## src/rtl/ffca_pkg.sv

```systemverilog
`timescale 1ns / 1ps

package ffca_pkg;

   localparam logic [1:0] ACT_ALLOC   = 2'd0;
   localparam logic [1:0] ACT_RELEASE = 2'd1;
   localparam logic [1:0] ACT_QUERY   = 2'd2;

   localparam logic [1:0] ST_OK     = 2'd0;
   localparam logic [1:0] ST_NOFIT  = 2'd1;
   localparam logic [1:0] ST_BADPTR = 2'd2;
   localparam logic [1:0] ST_NULL   = 2'd3;

   typedef struct packed {
      logic [1:0]  action;
      logic [15:0] request_bytes;
      logic [13:0] pointer;
   } req_type;

   typedef struct packed {
      logic [1:0]  status;
      logic [13:0] payload_offset;
      logic [13:0] payload_bytes;
      logic [14:0] free_now;
      logic [14:0] free_low_mark;
      logic [10:0] live_count;
      logic [31:0] alloc_total;
      logic [31:0] release_total;
      logic [31:0] fail_total;
      logic [31:0] bad_release_total;
   } rsp_type;

   typedef struct packed {
      logic alloc_ok;
      logic alloc_fail;
      logic rel_ok;
      logic rel_bad;
   } stats_upd_type;

endpackage

```

## src/rtl/ffca_stats.sv

```systemverilog
`timescale 1ns / 1ps

module ffca_stats #(
   parameter int SIZE_W    = 15,
   parameter int FREE_INIT = 16376
) (
   input  logic                 clock,
   input  logic                 reset,
   input  logic                 upd_en,
   input  ffca_pkg::stats_upd_type upd,
   input  logic [SIZE_W-1:0]    amount,
   output logic [SIZE_W-1:0]    free_ff,
   output logic [SIZE_W-1:0]    low_ff,
   output logic [10:0]          live_ff,
   output logic [31:0]          alloc_cnt_ff,
   output logic [31:0]          rel_cnt_ff,
   output logic [31:0]          fail_cnt_ff,
   output logic [31:0]          bad_cnt_ff
);

   logic [SIZE_W-1:0] free_sub;

   assign free_sub = free_ff - amount;

   always_ff @(posedge clock) begin
      if (reset) begin
         free_ff      <= SIZE_W'(FREE_INIT);
         low_ff       <= SIZE_W'(FREE_INIT);
         live_ff      <= '0;
         alloc_cnt_ff <= '0;
         rel_cnt_ff   <= '0;
         fail_cnt_ff  <= '0;
         bad_cnt_ff   <= '0;
      end else if (upd_en) begin
         if (upd.alloc_ok) begin
            free_ff      <= free_sub;
            if (free_sub < low_ff) begin
               low_ff <= free_sub;
            end
            live_ff      <= live_ff + 11'd1;
            alloc_cnt_ff <= alloc_cnt_ff + 32'd1;
         end
         if (upd.alloc_fail) begin
            fail_cnt_ff <= fail_cnt_ff + 32'd1;
         end
         if (upd.rel_ok) begin
            free_ff    <= free_ff + amount;
            live_ff    <= live_ff - 11'd1;
            rel_cnt_ff <= rel_cnt_ff + 32'd1;
         end
         if (upd.rel_bad) begin
            bad_cnt_ff <= bad_cnt_ff + 32'd1;
         end
      end
   end

endmodule

```

## config.mk

```make
export PLATFORM = sky130hd
export DESIGN_NAME = ffca_stats
export DESIGN_NICKNAME = d
export VERILOG_FILES = /design/src/rtl/ffca_pkg.sv /design/src/rtl/ffca_stats.sv
export SDC_FILE = /design/constraint.sdc
export NUM_CORES = 1
export LEC_CHECK = 0
export ABC_AREA = 1
export BUFFER_PORTS_ARGS = -buffer_cell sky130_fd_sc_hd__buf_2
export CORE_ASPECT_RATIO = 1.4
export CORE_UTILIZATION = 62
export CTS_BUF_LIST = sky130_fd_sc_hd__clkbuf_16
export DETAILED_ROUTE_END_ITERATION = 8
export GPL_ROUTABILITY_DRIVEN = 0
export PLACE_DENSITY = 0.9
export REMOVE_ABC_BUFFERS = 1
export SETUP_SLACK_MARGIN = 0.5
export SYNTH_ARGS = -nofsm -noshare
export SYNTH_HDL_FRONTEND = slang
export SYNTH_SLANG_ARGS = --single-unit
```

## constraint.sdc

```tcl
create_clock -name clock -period 8.1 [get_ports clock]
set_input_delay 0.81 -clock clock [delete_from_list [all_inputs] [get_ports clock]]
set_output_delay 0.81 -clock clock [all_outputs]
set_load 0.005 [all_outputs]
```

==> results.py <==
metrics = {
    "yosys": {
        "ys.flop_type": "dfxtp_1",
        "synth_top_area_frac": 0.302,
        "ys_ff_latch": 169,
        "syn-cell-area_um2": 11200,
        "syn_inst": 1833,
        "postSynth.asyncResetShare": 0,
        "syn_avg_cell_area_um2": 6.10,
        "synth.area.top_cells": "dfxtp_1 (30%), nand2_1 (19%), inv_1 (8.6%), nor2_1 (7.5%), ha_1 (6.2%)",
        "synth_cell_types": 39,
        "synth_edf_count": 0,
        "yosysSeqAreaShare": 0.302,
        "yosysWarnings": 0,
        "synth_top_cell_by_area": "dfxtp_1",
    },
    "worst_setup_path": {
        "crit-reg2reg-launch": "free_ff[0]$_SDFFE_PP0P_",
        "critPathCaptureType": "register",
        "cp-startpoint": "amount[0]",
        "path_class": "primary input to register",
        "cp.required_ps": 8460,
        "cp_max_fo": 16,
        "startpoint_type": "primary input",
        "crit_arrival_ps": 4290,
    },
    "die": {
        "start_util": 0.640,
        "row_count": 57,
        "core_area_um2": 17500,
        "die_h_um": 161,
        "pin_count": 191,
        "die_w_um": 116,
        "dieArea_um2": 18600,
    },
    "sta": {
        "hold_ws_ps": 485,
        "rsz0062_at_grt": "false",
        "tns_ps": 0,
        "hold_viol_final": 0,
        "fin_crit_ps": 3930,
        "worst_slew_pin_slew_ps": 996,
        "period_share": 0.485,
        "final-setup-viol-count": 0,
        "drv_slew": 0,
        "slew_headroom": 0.336,
        "max_clock_freq_mhz": 254,
        "finalClockSkew_ps": 12.0,
    },
    "power": {
        "ir_drop_uv": 133,
        "p_leak_nw": 5.96,
        "p_total_mw": 2.21,
        "powerDensity_nw_per_um2": 171,
    },
    "drt": {
        "wirelength_um": 31700,
        "ant_nets": 0,
        "routedWlPerCell_um": 14.1,
        "num_vias": 12329,
        "drc": 0,
        "viasPerCell": 5.48,
        "initialDrtViolationCount": 926,
        "first_pass_iters": 7,
    },
    "final_layout": {
        "area_delta_synth_final_pct": 15.5,
        "antenna_cells": 0,
        "fin_nets": 2082,
        "fin_util": 0.739,
        "final_cell_mix": "nand2_1 (557), inv_1 (256), nor2_1 (222)",
        "layout_commonest_cell": "nand2_1",
        "drive_above_1_share": 0.129,
    },
    "clock_network": {
        "cts_buffers": 17,
        "clockBufferDepth": 2,
        "cts-htree-levels": 4,
        "clock_sinks": 169,
        "cts_tree": "done",
        "post_cts_buffers": 0,
        "clkLatencyLatePin_ps": 440,
        "clk_pin_slew_worst_paths_ps": 70,
        "post_cts_resized": 0,
        "hold_buffers": 0,
        "cts_root_buf": "clkbuf_16",
    },
    "min_path": {
        "hp-start": "rel_cnt_ff[29]$_SDFFE_PP0P_",
        "hold_path.class": "register to register",
    },
    "job": {
        "drv_cap": 0,
    },
    "outcome": {
        "status": "finished clean",
    },
    "global_route": {
        "grt_pass1_vias": 11286,
        "antenna_found_initial": 1,
        "grt_max_degree": 91,
        "grt_pass1_wl_um": 50400,
        "grt_usage": 0.339,
        "gr-total-overflow": 0,
    },
    "placed_design": {
        "hpwlAfterDp_um": 23400,
        "portBuffers": 190,
    },
}
## logic make-up (layout without fill, tap and decap cells)
| kind of cell | count (synthesis) | in the layout | synth area share |
|---|---|---|---|
| AO/OA/AOI/OAI | 221 | 221 | 0.106 |
| XOR/XNOR | 39 | 39 | 0.0305 |
| adder cells (fa/ha/maj) | 58 | 58 | 0.0669 |
| buffers and inverters | 305 | 487 | 0.103 |
| flip-flops | 169 | 169 | 0.302 |
| AND/OR/NAND/NOR | 1041 | 1041 | 0.391 |
## metal layers
metal | track usage | share of wire
met1 | 0.355 | 0.38
met2 | 0.619 | 0.51
met3 | 0.0755 | 0.067
met4 | 0.176 | 0.039
met5 | 0 | 0.00041
## cell usage after synthesis, types with 3 or more instances
cell and count:
nor2_2 12, xor2_1 31, nor2_1 222, or2_2 5, o21ai_0 75, dfxtp_1 169
nand2_2 5, nand3b_1 9, nand2_1 557, inv_1 256, a211oi_1 3, nand3_1 125
fa_1 3, xnor2_1 8, o211ai_1 4, clkbuf_1 40, nand4_1 30, o21a_1 6
and3_1 4, ha_1 55, inv_2 3, o21bai_1 11, o21ba_2 3, and2_1 4
nor3_1 54, nor3b_1 8, a21oi_1 114
## where the power goes
group | leakage, nW | switching, mW | internal [mW] | total (mW)
Sequential | 1.37 | 0.0292 | 0.857 | 0.887
Combinational | 4.29 | 0.288 | 0.156 | 0.444
Clock | 0.300 | 0.385 | 0.499 | 0.883
Total | 5.96 | 0.702 | 1.51 | 2.21
## worst max-delay path, cell delays in order
cell     delay [ps]
buf_2           100
ha_1            160
inv_1            80
fa_1            410
nand2_1          80
nand2_1          70
nand3_1          80
nand2_1         120
nand2_1         130
nand3_1          80
nand2_1          90
inv_1            40
ha_1            290
a21oi_1         180
o21ai_0         120
a21oi_1         130
nand3_1         470
inv_1           590
nand2_1          90
a21oi_1         150
## worst paths after layout
check / cells past startpoint / slack [ps] / to
worst max-delay path: 20 / 4170 / low_ff[2]$_SDFFE_PP0P_
worst min-delay path: 2 / 490 / rel_cnt_ff[29]$_SDFFE_PP0P_
worst max register to register: 20 / 4220 / low_ff[2]$_SDFFE_PP0P_
worst min register to register: 2 / 490 / rel_cnt_ff[29]$_SDFFE_PP0P_
## flip-flops by register name (all words and copies together), names as in the netlist
name          cells
bad_cnt_ff       32
rel_cnt_ff       32
free_ff          15
fail_cnt_ff      32
live_ff          11
low_ff           15
alloc_cnt_ff     32
## cell type report
type / instances / area [um2]
multi-input cells: 1359 / 6650
inverters: 262 / 987
well taps: 236 / 295
repair buffers: 193 / 973
flip-flops and latches: 169 / 3380
clock inverters: 15 / 206
clock buffers: 17 / 425
fillers: 1481 / 4550
## per-stage QoR
stage / instances / instance area [um2] / worst slack [ps]
floorplan: 1790 / 11000 / 4580
global route: 2251 / 12900 / 3810
global placement: 2219 / 12300 / 3980
CTS: 2251 / 12900 / 4240
detailed placement: 2219 / 12300 / 3850
finish: 2251 / 12900 / 4170
No activity file was read; power rests on OpenSTA's default activity.
